==> config.mk <==
export PLATFORM = sky130hd
export DESIGN_NAME = timeout_wheel_engine
export DESIGN_NICKNAME = d
export VERILOG_FILES = /design/src/twe_pkg.sv /design/src/timeout_wheel_engine.sv /design/src/twe_cfg.sv /design/src/twe_mod.sv /design/src/twe_smem.sv
export SDC_FILE = /design/constraint.sdc
export NUM_CORES = 2
export LEC_CHECK = 0
export ABC_AREA = 0
export BUFFER_PORTS_ARGS = -buffer_cell sky130_fd_sc_hd__buf_2
export CAP_MARGIN = 30
export CELL_PAD_IN_SITES_DETAIL_PLACEMENT = 1
export CELL_PAD_IN_SITES_GLOBAL_PLACEMENT = 2
export CORE_MARGIN = 2
export CORE_UTILIZATION = 25
export CTS_BUF_LIST = sky130_fd_sc_hd__clkbuf_4 sky130_fd_sc_hd__clkbuf_8 sky130_fd_sc_hd__clkbuf_16
export DETAILED_ROUTE_END_ITERATION = 12
export HOLD_SLACK_MARGIN = 0.12
export PLACE_DENSITY_LB_ADDON = 0.1
export REMOVE_ABC_BUFFERS = 1
export SLEW_MARGIN = 20
export SYNTH_ARGS = -nofsm -noshare
export SYNTH_HDL_FRONTEND = slang
export SYNTH_HIERARCHICAL = 1
export SYNTH_SLANG_ARGS = --single-unit
==> constraint.sdc <==
create_clock -name clk -period 12.55 [get_ports clk]
set_input_delay 1.255 -clock clk [delete_from_list [all_inputs] [get_ports clk]]
set_output_delay 1.255 -clock clk [all_outputs]
set_load 0.02 [all_outputs]
==> src/twe_pkg.sv <==
// Package for the timeout wheel engine: operation codes, register map,
// configuration struct and reset constants. No dependencies.
`default_nettype none
package twe_pkg;

    localparam int NUM_SLOTS_DEF    = 16;
    localparam int BUCKET_COUNT_DEF = 8;
    localparam int BUCKET_SHIFT_DEF = 12;

    localparam logic [2:0] K_INIT     = 3'd0;
    localparam logic [2:0] K_SET      = 3'd1;
    localparam logic [2:0] K_SETAGAIN = 3'd2;
    localparam logic [2:0] K_CANCEL   = 3'd3;
    localparam logic [2:0] K_TICK     = 3'd4;
    localparam logic [2:0] K_UPDATE   = 3'd5;

    localparam logic [1:0] R_ONE_SHOT = 2'd0;
    localparam logic [1:0] R_MIN_INT  = 2'd1;
    localparam logic [1:0] R_HOUSE    = 2'd2;
    localparam logic [1:0] R_GRACE    = 2'd3;

    localparam logic [63:0] TIME_MAX = 64'hFFFF_FFFF_FFFF_FFFF;

    typedef struct packed {
        logic        one_shot;
        logic [31:0] min_interval;
        logic        house_tick;
        logic [31:0] grace;
    } cfg_t;

endpackage
`default_nettype wire

==> src/timeout_wheel_engine.sv <==
// Timeout wheel engine top level: control sequencer over the slot memory.
// Depends on twe_pkg, twe_cfg, twe_mod, twe_smem.
//
//  port group      direction  handshake
//  command item    in         start & !busy
//  result item     out        result_valid, one cycle, last on completion
//  config          in/out     APB write at psel & penable & pwrite & pready
//
// Init, cancel and out-of-range items finish without a sweep. Update sweeps the
// slots once; a tick runs the remainder unit, then sweeps the slots
// for every expiry and once more, one memory read a cycle.
// Reset is asynchronous; flags and written bits clear at once.
// Results cannot be stalled; busy holds off the next item.
`default_nettype none
module timeout_wheel_engine #(
    parameter int NUM_SLOTS    = twe_pkg::NUM_SLOTS_DEF,
    parameter int BUCKET_COUNT = twe_pkg::BUCKET_COUNT_DEF,
    parameter int BUCKET_SHIFT = twe_pkg::BUCKET_SHIFT_DEF
) (
    input  wire logic        clk,
    input  wire logic        rst_n,
    input  wire logic        psel,
    input  wire logic        penable,
    input  wire logic        pwrite,
    input  wire logic [3:0]  paddr,
    input  wire logic [31:0] pwdata,
    output logic [31:0]      prdata,
    output logic             pready,
    input  wire logic        start,
    output logic             busy,
    input  wire logic [2:0]  kind,
    input  wire logic [3:0]  slot_id,
    input  wire logic [63:0] time_value,
    input  wire logic        ignore_valid,
    input  wire logic [3:0]  ignore_slot,
    output logic             result_valid,
    output logic             event_res,
    output logic [3:0]       result_slot,
    output logic             error,
    output logic             program_valid,
    output logic [63:0]      program_value,
    output logic             any_pending,
    output logic             slot_queued,
    output logic             slot_hit,
    output logic             last
);

    localparam int SW = $clog2(NUM_SLOTS);
    localparam int BW = $clog2(BUCKET_COUNT);
    localparam int DW = 64 + 32 + BW;
    localparam logic [BW-1:0] BONES =
        BW'((64'hFFFF_FFFF_FFFF_FFFF >> BUCKET_SHIFT) % BUCKET_COUNT);
    localparam logic [DW-1:0] RST_WORD = {twe_pkg::TIME_MAX, 32'd0, BONES};

    typedef enum logic [6:0] {
        S_IDLE  = 7'b0000001,
        S_RD    = 7'b0000010,
        S_MOD   = 7'b0000100,
        S_PROG  = 7'b0001000,
        S_SWEEP = 7'b0010000,
        S_SWEND = 7'b0100000,
        S_DONE  = 7'b1000000
    } st_t;

    twe_pkg::cfg_t cfg;
    st_t           state_reg;
    st_t           state_next;

    logic [2:0]    kind_reg;
    logic [3:0]    sid_reg;
    logic [63:0]   tv_reg;
    logic          ign_reg;
    logic [3:0]    ig_reg;
    logic          ok_reg;
    logic [SW-1:0] idx_reg;
    logic          err_reg;
    logic          pv_reg;
    logic [63:0]   pval_reg;
    logic [63:0]   pc_reg;
    logic [63:0]   last_tick_reg;
    logic [31:0]   sc_reg;
    logic [63:0]   floor_reg;
    logic [63:0]   lim_reg;
    logic [63:0]   wenq_reg;
    logic          full_reg;
    logic [BW:0]   count_reg;
    logic [BW-1:0] first_reg;
    logic [SW:0]   rd_cnt_reg;
    logic          p_vld_reg;
    logic [SW-1:0] p_idx_reg;
    logic          found_reg;
    logic [SW-1:0] best_reg;
    logic [BW:0]   bpos_reg;
    logic [63:0]   bw_reg;
    logic [31:0]   bage_reg;
    logic [63:0]   min_reg;
    logic [NUM_SLOTS-1:0] queued_reg;
    logic [NUM_SLOTS-1:0] hit_reg;

    logic          accept;
    logic [SW+3:0] sid_ext;
    logic [SW-1:0] sid_idx;
    logic          sid_ok;
    logic [SW+3:0] ig_ext;
    logic          mem_we;
    logic [SW-1:0] mem_waddr;
    logic [DW-1:0] mem_wdata;
    logic [SW-1:0] mem_raddr;
    logic [DW-1:0] mem_rdata;
    logic [63:0]   r_w;
    logic [31:0]   r_stamp;
    logic [BW-1:0] r_bkt;
    logic          mod_start;
    logic [63:0]   mod_value;
    logic          mod_done;
    logic [BW-1:0] mod_rem;
    logic [64:0]   floor_sum;
    logic [64:0]   lim_sum;
    logic [63:0]   nb;
    logic [63:0]   sb;
    logic [63:0]   diff;
    logic          full_in;
    logic [31:0]   age;
    logic [BW:0]   pos;
    logic          tick_cand;
    logic          tick_better;
    logic          min_take;
    logic          pend;
    logic          exp_now;
    logic          done_now;
    logic [SW+3:0] best_ext;
    logic [SW+3:0] pidx_ext;
    logic [63:0]   prog_in;
    logic [63:0]   prog_val;

    twe_cfg u_cfg (
        .clk     (clk),
        .rst_n   (rst_n),
        .psel    (psel),
        .penable (penable),
        .pwrite  (pwrite),
        .paddr   (paddr),
        .pwdata  (pwdata),
        .prdata  (prdata),
        .pready  (pready),
        .cfg     (cfg)
    );

    twe_mod #(.BUCKET_COUNT(BUCKET_COUNT)) u_mod (
        .clk   (clk),
        .rst_n (rst_n),
        .start (mod_start),
        .value (mod_value),
        .done  (mod_done),
        .rem   (mod_rem)
    );

    twe_smem #(.DEPTH(NUM_SLOTS), .DW(DW), .RST_VAL(RST_WORD)) u_mem (
        .clk   (clk),
        .rst_n (rst_n),
        .we    (mem_we),
        .waddr (mem_waddr),
        .wdata (mem_wdata),
        .raddr (mem_raddr),
        .rdata (mem_rdata)
    );

    assign accept  = start & (state_reg == S_IDLE);
    assign busy    = (state_reg != S_IDLE);
    assign sid_ext = {{SW{1'b0}}, slot_id};
    assign sid_idx = sid_ext[SW-1:0];
    assign sid_ok  = ({3'd0, slot_id} < 7'(NUM_SLOTS));
    assign ig_ext  = {{SW{1'b0}}, ig_reg};

    assign {r_w, r_stamp, r_bkt} = mem_rdata;

    assign floor_sum = {1'b0, last_tick_reg} + {33'd0, cfg.min_interval};
    assign lim_sum   = {1'b0, tv_reg} + {33'd0, cfg.grace};

    assign nb      = time_value >> BUCKET_SHIFT;
    assign sb      = last_tick_reg >> BUCKET_SHIFT;
    assign diff    = nb - sb;
    assign full_in = (nb < sb) || (diff >= 64'(BUCKET_COUNT));

    // sweep element evaluation
    assign age      = sc_reg - r_stamp;
    assign pos      = {1'b0, r_bkt} + ((r_bkt < first_reg) ? (BW+1)'(BUCKET_COUNT) : '0)
                      - {1'b0, first_reg};
    assign tick_cand = queued_reg[p_idx_reg] && (pos < count_reg) && (r_w <= tv_reg);
    assign tick_better = !found_reg || (pos < bpos_reg) ||
                         ((pos == bpos_reg) && ((r_w < bw_reg) ||
                          ((r_w == bw_reg) && (age < bage_reg))));
    assign pidx_ext = {4'd0, p_idx_reg};
    assign min_take = queued_reg[p_idx_reg] &&
                      !((kind_reg == twe_pkg::K_UPDATE) && ign_reg && (pidx_ext == ig_ext)) &&
                      (r_w < min_reg);

    assign prog_in  = (state_reg == S_PROG) ? wenq_reg : min_reg;
    assign prog_val = (prog_in < floor_reg) ? floor_reg : prog_in;

    always_comb
    begin
        pend = 1'b0;
        for (int s = 0; s < NUM_SLOTS; s++)
            if (queued_reg[s] && !(ign_reg && (ig_ext == (SW+4)'(s))))
                pend = 1'b1;
    end

    always_comb
    begin
        mod_start = 1'b0;
        mod_value = sb;
        if (accept && (kind == twe_pkg::K_TICK))
            mod_start = 1'b1;
        else if ((state_reg == S_RD) && (kind_reg == twe_pkg::K_SET) && !queued_reg[idx_reg])
        begin
            mod_start = 1'b1;
            mod_value = tv_reg >> BUCKET_SHIFT;
        end
    end

    always_comb
    begin
        mem_raddr = idx_reg;
        if (state_reg == S_IDLE)
            mem_raddr = sid_idx;
        else if (state_reg == S_SWEEP)
            mem_raddr = rd_cnt_reg[SW-1:0];
    end

    always_comb
    begin
        mem_we    = 1'b0;
        mem_waddr = idx_reg;
        mem_wdata = {r_w, r_stamp, r_bkt};
        if (state_reg == S_RD)
        begin
            if (kind_reg == twe_pkg::K_INIT)
            begin
                mem_we    = 1'b1;
                mem_wdata = {twe_pkg::TIME_MAX, r_stamp, BONES};
            end
            else if ((kind_reg == twe_pkg::K_SETAGAIN) && !queued_reg[idx_reg] &&
                     !hit_reg[idx_reg])
            begin
                mem_we    = 1'b1;
                mem_wdata = {r_w, sc_reg, r_bkt};
            end
        end
        else if ((state_reg == S_MOD) && (kind_reg == twe_pkg::K_SET) && mod_done)
        begin
            mem_we    = 1'b1;
            mem_wdata = {tv_reg, sc_reg, mod_rem};
        end
    end

    always_comb
    begin
        state_next = state_reg;
        case (state_reg)
            S_IDLE:
            begin
                if (accept)
                begin
                    if (((kind == twe_pkg::K_INIT) || (kind == twe_pkg::K_SET) ||
                         (kind == twe_pkg::K_SETAGAIN)) && sid_ok)
                        state_next = S_RD;
                    else if (kind == twe_pkg::K_TICK)
                        state_next = S_MOD;
                    else if (kind == twe_pkg::K_UPDATE)
                        state_next = S_SWEEP;
                    else
                        state_next = S_DONE;
                end
            end
            S_RD:
            begin
                if (kind_reg == twe_pkg::K_INIT || queued_reg[idx_reg])
                    state_next = S_DONE;
                else if (kind_reg == twe_pkg::K_SET)
                    state_next = S_MOD;
                else if (hit_reg[idx_reg])
                    state_next = S_DONE;
                else
                    state_next = S_PROG;
            end
            S_MOD:
            begin
                if (mod_done)
                    state_next = (kind_reg == twe_pkg::K_SET) ? S_PROG : S_SWEEP;
            end
            S_PROG:  state_next = S_DONE;
            S_SWEEP:
            begin
                if (p_vld_reg && (p_idx_reg == SW'(NUM_SLOTS - 1)))
                    state_next = S_SWEND;
            end
            S_SWEND: state_next = exp_now ? S_SWEEP : S_DONE;
            S_DONE:  state_next = S_IDLE;
            default: state_next = S_IDLE;
        endcase
    end

    always_ff @(posedge clk or negedge rst_n)
    begin
        if (!rst_n)
        begin
            state_reg     <= S_IDLE;
            queued_reg    <= '0;
            hit_reg       <= '0;
            sc_reg        <= 32'd0;
            pc_reg        <= twe_pkg::TIME_MAX;
            last_tick_reg <= 64'd0;
            err_reg       <= 1'b0;
            pv_reg        <= 1'b0;
            p_vld_reg     <= 1'b0;
            found_reg     <= 1'b0;
            rd_cnt_reg    <= '0;
        end
        else
        begin
            state_reg <= state_next;
            if (accept)
            begin
                err_reg <= 1'b0;
                pv_reg  <= 1'b0;
                if ((kind == twe_pkg::K_CANCEL) && sid_ok)
                    queued_reg[sid_idx] <= 1'b0;
                if (kind == twe_pkg::K_TICK)
                    last_tick_reg <= time_value;
            end
            case (state_reg)
                S_RD:
                begin
                    if (kind_reg == twe_pkg::K_INIT)
                    begin
                        queued_reg[idx_reg] <= 1'b0;
                        hit_reg[idx_reg]    <= 1'b0;
                    end
                    else if (queued_reg[idx_reg])
                        err_reg <= 1'b1;
                    else if ((kind_reg == twe_pkg::K_SETAGAIN) && !hit_reg[idx_reg])
                    begin
                        queued_reg[idx_reg] <= 1'b1;
                        sc_reg              <= sc_reg + 32'd1;
                    end
                end
                S_MOD:
                begin
                    if (mod_done && (kind_reg == twe_pkg::K_SET))
                    begin
                        queued_reg[idx_reg] <= 1'b1;
                        sc_reg              <= sc_reg + 32'd1;
                    end
                end
                S_PROG:
                begin
                    if (cfg.one_shot && (wenq_reg < pc_reg))
                    begin
                        pv_reg <= 1'b1;
                        pc_reg <= prog_val;
                    end
                end
                S_SWEND:
                begin
                    if (exp_now)
                    begin
                        queued_reg[best_reg] <= 1'b0;
                        hit_reg[best_reg]    <= 1'b1;
                    end
                    else if (cfg.one_shot)
                    begin
                        pv_reg <= 1'b1;
                        pc_reg <= prog_val;
                    end
                end
                default: ;
            endcase
            if (state_next == S_SWEEP && state_reg != S_SWEEP)
            begin
                rd_cnt_reg <= '0;
                p_vld_reg  <= 1'b0;
                found_reg  <= 1'b0;
            end
            else if (state_reg == S_SWEEP)
            begin
                p_vld_reg <= (rd_cnt_reg < (SW+1)'(NUM_SLOTS));
                if (rd_cnt_reg < (SW+1)'(NUM_SLOTS))
                    rd_cnt_reg <= rd_cnt_reg + 1'b1;
                if (p_vld_reg && (kind_reg == twe_pkg::K_TICK) && tick_cand && tick_better)
                    found_reg <= 1'b1;
            end
        end
    end

    always_ff @(posedge clk)
    begin
        floor_reg <= floor_sum[64] ? twe_pkg::TIME_MAX : floor_sum[63:0];
        lim_reg   <= lim_sum[64] ? twe_pkg::TIME_MAX : lim_sum[63:0];
        if (accept)
        begin
            kind_reg  <= kind;
            sid_reg   <= slot_id;
            tv_reg    <= time_value;
            ign_reg   <= ignore_valid;
            ig_reg    <= ignore_slot;
            ok_reg    <= sid_ok;
            idx_reg   <= sid_idx;
            full_reg  <= full_in;
            count_reg <= full_in ? (BW+1)'(BUCKET_COUNT) : diff[BW:0] + 1'b1;
        end
        if (state_reg == S_MOD && mod_done)
        begin
            first_reg <= full_reg ? '0 : mod_rem;
            wenq_reg  <= tv_reg;
        end
        if (state_reg == S_RD)
            wenq_reg <= r_w;
        if ((state_reg == S_SWEEP || state_reg == S_PROG || state_reg == S_SWEND) &&
            state_next == S_DONE)
            pval_reg <= prog_val;
        if (state_next == S_SWEEP && state_reg != S_SWEEP)
        begin
            if (kind_reg == twe_pkg::K_UPDATE || state_reg == S_IDLE)
                min_reg <= (state_reg == S_IDLE) ? time_value : tv_reg;
            else
                min_reg <= cfg.house_tick ? lim_reg : twe_pkg::TIME_MAX;
        end
        else if (state_reg == S_SWEEP && p_vld_reg)
        begin
            if (min_take)
                min_reg <= r_w;
            if ((kind_reg == twe_pkg::K_TICK) && tick_cand && tick_better)
            begin
                best_reg <= p_idx_reg;
                bpos_reg <= pos;
                bw_reg   <= r_w;
                bage_reg <= age;
            end
        end
        if (state_reg == S_SWEEP)
            p_idx_reg <= rd_cnt_reg[SW-1:0];
    end

    assign exp_now  = (state_reg == S_SWEND) && (kind_reg == twe_pkg::K_TICK) && found_reg;
    assign done_now = (state_reg == S_DONE);
    assign best_ext = {4'd0, best_reg};

    assign result_valid  = done_now | exp_now;
    assign event_res     = done_now;
    assign result_slot   = exp_now ? best_ext[3:0] : sid_reg;
    assign error         = done_now & err_reg;
    assign program_valid = done_now & pv_reg;
    assign program_value = (done_now & pv_reg) ? pval_reg : 64'd0;
    assign any_pending   = done_now & pend;
    assign slot_queued   = done_now & ok_reg & queued_reg[idx_reg];
    assign slot_hit      = exp_now | (done_now & ok_reg & hit_reg[idx_reg]);
    assign last          = done_now;

    a_busy_ends_with_last: assert property (@(posedge clk) disable iff (!rst_n)
        $fell(busy) |-> $past(result_valid && last))
        else $error("busy dropped without a completion item");

    a_expiry_not_last: assert property (@(posedge clk) disable iff (!rst_n)
        (result_valid && !event_res) |-> (!last && !program_valid))
        else $error("expiry item marked last or programmed");

    a_prog_only_one_shot: assert property (@(posedge clk) disable iff (!rst_n)
        (result_valid && program_valid) |-> cfg.one_shot)
        else $error("compare programmed outside one-shot mode");

    a_no_write_in_sweep: assert property (@(posedge clk) disable iff (!rst_n)
        (state_reg == S_SWEEP) |-> !mem_we)
        else $error("slot memory written during a sweep");

endmodule
`default_nettype wire

==> src/twe_cfg.sv <==
// Configuration registers of the timeout wheel engine behind an APB-style port.
// Depends on twe_pkg.
`default_nettype none
module twe_cfg (
    input  wire logic          clk,
    input  wire logic          rst_n,
    input  wire logic          psel,
    input  wire logic          penable,
    input  wire logic          pwrite,
    input  wire logic [3:0]    paddr,
    input  wire logic [31:0]   pwdata,
    output logic [31:0]        prdata,
    output logic               pready,
    output twe_pkg::cfg_t      cfg
);

    twe_pkg::cfg_t cfg_reg;
    logic          wr;

    assign pready = 1'b1;
    assign wr     = psel & penable & pwrite;
    assign cfg    = cfg_reg;

    always_ff @(posedge clk or negedge rst_n)
    begin
        if (!rst_n)
        begin
            cfg_reg.one_shot     <= 1'b1;
            cfg_reg.min_interval <= 32'd0;
            cfg_reg.house_tick   <= 1'b0;
            cfg_reg.grace        <= 32'd0;
        end
        else if (wr)
        begin
            case (paddr[3:2])
                twe_pkg::R_ONE_SHOT: cfg_reg.one_shot     <= pwdata[0];
                twe_pkg::R_MIN_INT:  cfg_reg.min_interval <= pwdata;
                twe_pkg::R_HOUSE:    cfg_reg.house_tick   <= pwdata[0];
                twe_pkg::R_GRACE:    cfg_reg.grace        <= pwdata;
                default:             cfg_reg.grace        <= cfg_reg.grace;
            endcase
        end
    end

    always_comb
    begin
        case (paddr[3:2])
            twe_pkg::R_ONE_SHOT: prdata = {31'd0, cfg_reg.one_shot};
            twe_pkg::R_MIN_INT:  prdata = cfg_reg.min_interval;
            twe_pkg::R_HOUSE:    prdata = {31'd0, cfg_reg.house_tick};
            twe_pkg::R_GRACE:    prdata = cfg_reg.grace;
            default:             prdata = 32'd0;
        endcase
    end

endmodule
`default_nettype wire

==> src/twe_mod.sv <==
// Serial remainder unit: value mod BUCKET_COUNT, eight bits a cycle.
// Depends on twe_pkg.
`default_nettype none
module twe_mod #(
    parameter int BUCKET_COUNT = twe_pkg::BUCKET_COUNT_DEF
) (
    input  wire logic                            clk,
    input  wire logic                            rst_n,
    input  wire logic                            start,
    input  wire logic [63:0]                     value,
    output logic                                 done,
    output logic [$clog2(BUCKET_COUNT)-1:0]      rem
);

    localparam int BW = $clog2(BUCKET_COUNT);
    localparam int RW = BW + 1;

    logic [63:0]   sh_reg;
    logic [BW-1:0] r_reg;
    logic [BW-1:0] r_next;
    logic [2:0]    cnt_reg;
    logic          act_reg;
    logic          done_reg;

    always_comb
    begin
        logic [RW-1:0] t;
        r_next = r_reg;
        for (int j = 0; j < 8; j++)
        begin
            t = {r_next, sh_reg[63-j]};
            if (t >= RW'(BUCKET_COUNT))
                t = t - RW'(BUCKET_COUNT);
            r_next = t[BW-1:0];
        end
    end

    always_ff @(posedge clk or negedge rst_n)
    begin
        if (!rst_n)
        begin
            act_reg  <= 1'b0;
            done_reg <= 1'b0;
            cnt_reg  <= 3'd0;
        end
        else
        begin
            done_reg <= 1'b0;
            if (start)
            begin
                act_reg <= 1'b1;
                cnt_reg <= 3'd0;
            end
            else if (act_reg)
            begin
                cnt_reg <= cnt_reg + 3'd1;
                if (cnt_reg == 3'd7)
                begin
                    act_reg  <= 1'b0;
                    done_reg <= 1'b1;
                end
            end
        end
    end

    always_ff @(posedge clk)
    begin
        if (start)
        begin
            sh_reg <= value;
            r_reg  <= '0;
        end
        else if (act_reg)
        begin
            sh_reg <= {sh_reg[55:0], 8'd0};
            r_reg  <= r_next;
        end
    end

    assign done = done_reg;
    assign rem  = r_reg;

endmodule
`default_nettype wire

==> src/twe_smem.sv <==
// Slot memory: one write and one registered read port, with per-entry written
// bits so unwritten entries read as the reset word. Depends on twe_pkg.
`default_nettype none
module twe_smem #(
    parameter int          DEPTH   = twe_pkg::NUM_SLOTS_DEF,
    parameter int          DW      = 99,
    parameter logic [DW-1:0] RST_VAL = '0
) (
    input  wire logic                     clk,
    input  wire logic                     rst_n,
    input  wire logic                     we,
    input  wire logic [$clog2(DEPTH)-1:0] waddr,
    input  wire logic [DW-1:0]            wdata,
    input  wire logic [$clog2(DEPTH)-1:0] raddr,
    output logic [DW-1:0]                 rdata
);

    logic [DW-1:0]    mem [DEPTH];
    logic [DEPTH-1:0] wrt_reg;
    logic [DW-1:0]    q_reg;
    logic             qv_reg;

    always_ff @(posedge clk)
    begin
        if (we)
            mem[waddr] <= wdata;
        q_reg <= mem[raddr];
    end

    always_ff @(posedge clk or negedge rst_n)
    begin
        if (!rst_n)
        begin
            wrt_reg <= '0;
            qv_reg  <= 1'b0;
        end
        else
        begin
            if (we)
                wrt_reg[waddr] <= 1'b1;
            qv_reg <= wrt_reg[raddr];
        end
    end

    assign rdata = qv_reg ? q_reg : RST_VAL;

endmodule
`default_nettype wire

==> Word-level counts from Yosys, hierarchy flattened <==
Memory sizes are Yosys's and may differ from the RTL's. A register that Yosys moved wholly into a read port is not among the register bits.
Cells that the tools add are included.
W data, S select, Z words.
{ "word_totals": {"in_bits": 118, "ramBits": 1584, "mem_count": 1, "wordCells": 409, "ff_bits": 875} }
{ "memory_table": {"columns": ["memory", "depth", "word_bits", "rd", "rd_clocked_by_memory_dff", "wr", "line", "text"], "rows": [
  ["u_mem.mem", 16, 99, 1, 1, 1, "twe_smem.sv:18", "logic [DW-1:0] mem [DEPTH];"]
]} }
{ "classes": {"mux": 128, "n_reduce_logical": 121, "n_eq_ne": 52, "bitwise": 21, "order_cmp": 28, "addsub": 18} }
{ "ops": {"columns": ["op", "count"], "rows": [
  ["$mux W64", 16],
  ["$mux W99", 4],
  ["$lt A64 B64 Y1", 4],
  ["$mux W16", 9],
  ["$add A64 B32 Y65", 2],
  ["$mux W32", 4],
  ["$pmux W32 S4", 1],
  ["$pmux W64 S2", 1],
  ["$mux W52", 2],
  ["$mux W7", 10],
  ["$logic_and A1 B1 Y1", 65],
  ["$and A16 B16 Y16", 4],
  ["$eq A64 B64 Y1", 1],
  ["$ge A64 B4 Y1 const B", 1],
  ["$le A64 B64 Y1", 1],
  ["$pmux W32 S2", 1],
  ["$sub A52 B52 Y53", 1],
  ["$lt A52 B52 Y1", 1],
  ["$mux W1", 50],
  ["$not A16 Y16", 3],
  ["$or A16 B16 Y16", 3],
  ["$pmux W16 S3", 1],
  ["$pmux W7 S6", 1],
  ["$eq A4 B4 Y1 const B", 9],
  ["56 further kinds", 173]
]} }

==> Depth between registers and ports, before layout <==
{ "logic_depth": {"word_depth": 21, "ltp_mapped": 27, "ltp_nobuf": 25} }

==> Cells and area by module <==
The synthesis kept the hierarchy.
{ "modules_own_cells": {"columns": ["module", "area_each_um2", "cells_each", "n_inst", "seq_area_each_um2"], "rows": [
  ["twe_smem", 62432.4, 2685, 1, 49972.9],
  ["timeout_wheel_engine", 49187.2, 5296, 1, 19349.8],
  ["twe_cfg", 3230.6, 219, 1, 1652.8],
  ["twe_mod", 1412.6, 79, 1, 905.9]
]} }

==> Worst setup path after synthesis <==
OpenSTA, ideal clock, no wires.
{ "synth_path": {"kind": "reg2reg", "start": "reg idx_reg[0]", "end": "reg u_mem.wrt_reg[0]", "setup_ns": 0.107, "required_time_ns": 12.443, "synth_period_minus_slack_ns": 10.817, "path_stages_with_launch": 13, "arrival_time_ns": 10.709, "setup_slack_ns": 1.733, "path_cell_list": "edfxtp_1 > buf_2 > buf_6 > mux4_2 > mux4_2 > or3_1 > nor3_2 > o21bai_2 > clkbuf_1 > nand2_1 > or3b_2 > nor3_1 > or2_2"} }
{ "synth_between": {"elab_chain_len": 8, "elab_cells_between_ends": 17, "cone_classes": "2 x order compare; 9 x mux; 1 x bitwise; 5 x reduce/logical"} }
{ "synth_lines": {"columns": ["element", "line", "text"], "rows": [
  ["from (decl)", "timeout_wheel_engine.sv:75", "logic [SW-1:0] idx_reg;"],
  ["from (signal assigned)", "timeout_wheel_engine.sv:408", "idx_reg <= sid_idx;"],
  ["$bmux W1 S4", "timeout_wheel_engine.sv:243", "else if ((kind_reg == twe_pkg::K_SETAGAIN) && !queued_reg[idx_reg] &&"],
  ["$mux W1 (implied by the code)", "timeout_wheel_engine.sv:243", null],
  ["$logic_not A1 Y1", "timeout_wheel_engine.sv:243", null],
  ["$logic_and A1 B1 Y1", "timeout_wheel_engine.sv:243", null],
  ["$logic_and A1 B1 Y1 (*)", "timeout_wheel_engine.sv:243", null],
  ["$mux W1 (*)", "timeout_wheel_engine.sv:243", null],
  ["$mux W1 (*)", "timeout_wheel_engine.sv:238", "if (kind_reg == twe_pkg::K_INIT)"],
  ["$mux W1 (*)", "timeout_wheel_engine.sv:236", "if (state_reg == S_RD)"],
  ["via mem_we", "timeout_wheel_engine.sv:105", "logic mem_we;"],
  ["to (signal assigned)", "twe_smem.sv:34", "wrt_reg <= '0;"],
  ["to (signal, indexed assignment)", "twe_smem.sv:40", "wrt_reg[waddr] <= 1'b1;"],
  ["to (decl)", "twe_smem.sv:19", "logic [DEPTH-1:0] wrt_reg;"]
]} }
The timed path passes the listed nets; every way through them passes the cells marked *. The select of a mux whose other input is x is not followed.
A chain may end at the register's enable or synchronous reset.

==> Final worst setup path <==
{ "layout_path": {"start": "reg u_mem.qv_reg", "end": "reg bage_reg[25], enable pin"} }
{ "layout_between": {"elab_cells_between_ends": 23, "cone_classes": "3 x add/sub; 6 x order compare; 2 x eq/ne; 2 x mux; 10 x reduce/logical"} }
{ "layout_lines": {"columns": ["element", "line", "text"], "rows": [
  ["from (decl)", "twe_smem.sv:21", "logic qv_reg;"],
  ["from (signal assigned)", "twe_smem.sv:41", "qv_reg <= wrt_reg[raddr];"],
  ["$mux W99", "twe_smem.sv:45", "assign rdata = qv_reg ? q_reg : RST_VAL;"],
  ["via mem_rdata[4]", "timeout_wheel_engine.sv:109", "logic [DW-1:0] mem_rdata;"],
  ["$sub A32 B32 Y32", "timeout_wheel_engine.sv:186", "assign age = sc_reg - r_stamp;"],
  ["via age[31]", "timeout_wheel_engine.sv:123", "logic [31:0] age;"],
  ["$lt A32 B32 Y1", "timeout_wheel_engine.sv:192", "((r_w == bw_reg) && (age < bage_reg))));"],
  ["$logic_and A1 B1 Y1", "timeout_wheel_engine.sv:192", null],
  ["$logic_or A1 B1 Y1", "timeout_wheel_engine.sv:191", "((pos == bpos_reg) && ((r_w < bw_reg) ||"],
  ["$logic_and A1 B1 Y1", "timeout_wheel_engine.sv:191", null],
  ["$logic_or A1 B1 Y1", "timeout_wheel_engine.sv:190", "assign tick_better = !found_reg || (pos < bpos_reg) ||"],
  ["$logic_and A1 B1 Y1", "timeout_wheel_engine.sv:433", "if ((kind_reg == twe_pkg::K_TICK) && tick_cand && tick_better)"],
  ["$reduce_and A3 Y1 (no source line)", null, null],
  ["to (signal assigned)", "timeout_wheel_engine.sv:438", "bage_reg <= age;"],
  ["to (decl)", "timeout_wheel_engine.sv:95", "logic [31:0] bage_reg;"]
]} }
The timed path passes the listed nets, and every way through them passes these cells.

==> implementation parameters <==
Parameter                              Value

Outcome
  Outcome    finished, final reports clean

Clocking
  Clock slew seen by the registers of the worst setup and hold paths    0.06 ns
  Clock tree sinks    2517
  Post-cts resize count    0
  CTS buffer count    321
  Count of hold buffers inserted by post-cts repair    0
  Buffer levels on the longest clock path    4
  Number of levels in the clock H-tree    5
  Clock insertion delay at the later pin of the skew report    0.97 ns
  Root Buffer    clkbuf_16
  Clock tree from TritonCTS    done
  Post-CTS setup buffers    0

STA
  RSZ-0062 raised after global routing    false
  Worst slew margin relative to its limit    24.3%
  Hold violation total from the final report    0
  Setup-violating endpoint count in the final report    0
  Min Hold Slack    0.321 ns
  Clock skew after layout    0.0807 ns
  Highest clock rate    126 MHz
  Post-layout minimum cycle time    7.91 ns
  Final Max Tran Viols    0
  Worst Tran Pin Value    1.12 ns
  Fraction of the cycle the final worst path needs    63.0%
  Post-route setup TNS    0 ns

Routing
  Ratio of routed vias to standard cells    4.73
  DRT Pass-1 Iters    7
  M1 wire length    196 mm
  Met3 Routed Length    11.7 mm
  Post-route ant nets    0
  Routed via count    71600
  WL per Instance    27.2 um
  Iteration-0 DRC Markers    3900
  Top layer in use    met4
  Routed length on met2    193 mm
  Post-Route WL    411 mm
  Number of design rule violations left after detail routing    0

Finish
  Final Cell Area    136000 sq um
  FILL cells    49000
  Non-filler instance count after layout    15100
  Signed area change from the synthesized netlist to the final layout    17.7%
  Fraction of layout instances using a drive strength above 1    21.5%
  Largest register FFs    1584
  Final net count    9285

Floorplan
  Starting density of the core    25.1%
  Core region area    463000 sq um
  Die width    685 um
  Die Ht    685 um
  I/O Pins    228
  Rows    250
  Die area    469000 sq um

Power
  Pwr Density    214 nW/um^2
  Peak supply drop    0.210 mV
  Total chip power    29.2 mW
  Leakage power of the design    52.4 nW

Critical path
  Critical path endpoint category    flop
  Cell with the largest stage delay on the worst path    nor3_1
  Cell class contributing the biggest share of worst-path delay    simple AND/OR/NAND/NOR gates
  Crit path buffers/inverters    3
  Critical path startpoint category    flop
  WP data arrival    8.47 ns
  Worst path max stage delay    0.74 ns
  Path type of the worst setup path    flop to flop
  Critical path fanouts, max    103
  Critical path cell sequence    and2_1, inv_1, ha_1, nor2b_1, o31a_1, o311ai_0, clkdlybuf4s15_2, a211oi_1, nor2_1, a21oi_1, a41o_1, nor2_1, o21ai_0, a21oi_1, xnor2_1, ha_1, nand4b_1, nor3_1, nand3_1, nor4_1, nand4b_1, a32oi_4, buf_12
  Reg-to-reg slack, setup    4.64 ns
  Required time of the worst setup path    13.11 ns

Placement
  HPWL after DPL    275 mm
  Placed inst area    126000 sq um
  Final weighted congestion in routability-driven placement    0.847
  Number of placed instances, taps included    14500
  # port buffers    224

GRT
  Antenna violations before repair    23
  Global-route wire length before repair    590 mm
  GRT Residual Overflow    0
  GRT Total Usage    17.2%
  Maximum number of pins on one net before global-route repair    104
  Via count of the first global-routing pass    77700

Min path
  Classification of the worst-slack hold path    primary input to async pin

Run
  Max-cap violations    0

Yosys
  Synthesized instance count    8217
  Avg Cell Area, Syn    14.1 sq um
  Count of yosys warnings during synthesis    6
  Synthesized cell area    116000 sq um
[final timing paths]
path,from,endpoint,depth (start not counted)
min in group clk,u_mod/done$_DFF_PN0_,state_reg[2]$_DFF_PN0_,1
max reg2reg,u_mem/qv_reg$_DFF_PN0_,bage_reg[25]$_DFFE_PP_,23
max,u_mem/qv_reg$_DFF_PN0_,bage_reg[25]$_DFFE_PP_,23
max in group asynchronous,rst_n,pc_reg[55]$_DFFE_PN1P_,4
min reg2reg,u_mod/done$_DFF_PN0_,state_reg[2]$_DFF_PN0_,1
min,rst_n,u_cfg/cfg[1]$_DFFE_PN0P_,1
[metrics by stage]
stage	util (%)	setup WS (ns)
global route	29.5	4.03
detailed placement	27.1	4.46
CTS	29.4	4.40
finish	29.5	4.64
floorplan	-	-30.89
global placement	27.0	4.14
[area by class of cell]
type                            count  area [sq um]  share of cell area (%)
Multi-Input combinational cell   4813         40700                    29.8
Inverter                          498          1870                    1.37
Clock inverter                    161          1590                    1.17
Timing Repair Buffer              504          3420                    2.50
Sequential cell                  2517         71900                    52.7
Clock buffer                      435          9200                    6.74
Antenna cell                       13          32.5                  0.0238
Tap cell                         6174          7720                    5.66
[placed cells by master (no fill, tap or decap), types with 72 or more instances in the layout]
cell       instances
mux2_2           222
a21oi_1          293
dfrtp_1          227
nor3_1            72
nor2_1           249
dfxtp_1          230
and3_1           110
o21ai_0          367
nand2_1          678
mux4_2           415
nand2b_1         124
xnor2_1          115
nand4_1          114
edfxtp_1        1991
clkbuf_16        329
a22oi_1          201
buf_4            255
ha_1             507
buf_2            226
a21o_1           126
o211ai_1         145
nor2b_1          109
a31oi_1           98
clkbuf_4          82
nand3b_1          76
inv_1            495
nand3_1          103
[routing by layer]
| metal | vias up | GRT usage, % |
|---|---|---|
| li1 | 32300 | - |
| met1 | 37800 | 24.2 |
| met2 | 1005 | 28.5 |
| met3 | 495 | 1.76 |
| met4 | 0 | 4.14 |
| met5 | - | 0 |
[report_power, final]
| group | switching (mW) | internal (mW) | leakage (nW) | total, mW |
|---|---|---|---|---|
| Sequential | 0.527 | 9.93 | 26.3 | 10.5 |
| Clock | 3.84 | 5.57 | 5.39 | 9.41 |
| Combinational | 5.85 | 3.44 | 20.7 | 9.28 |
[worst register-to-register path, delay by kind of cell (launching register included)]
family	cells	cell delay (ns)
AOI/OAI and AO/OA	8	2.07
xor gates and xnor gates	1	0.14
adders and majority gates	2	0.58
buffers and inverters	3	0.90
DFF	1	0.71
and+or+nand+nor	9	2.98
No activity file was read; power rests on OpenSTA's default activity.
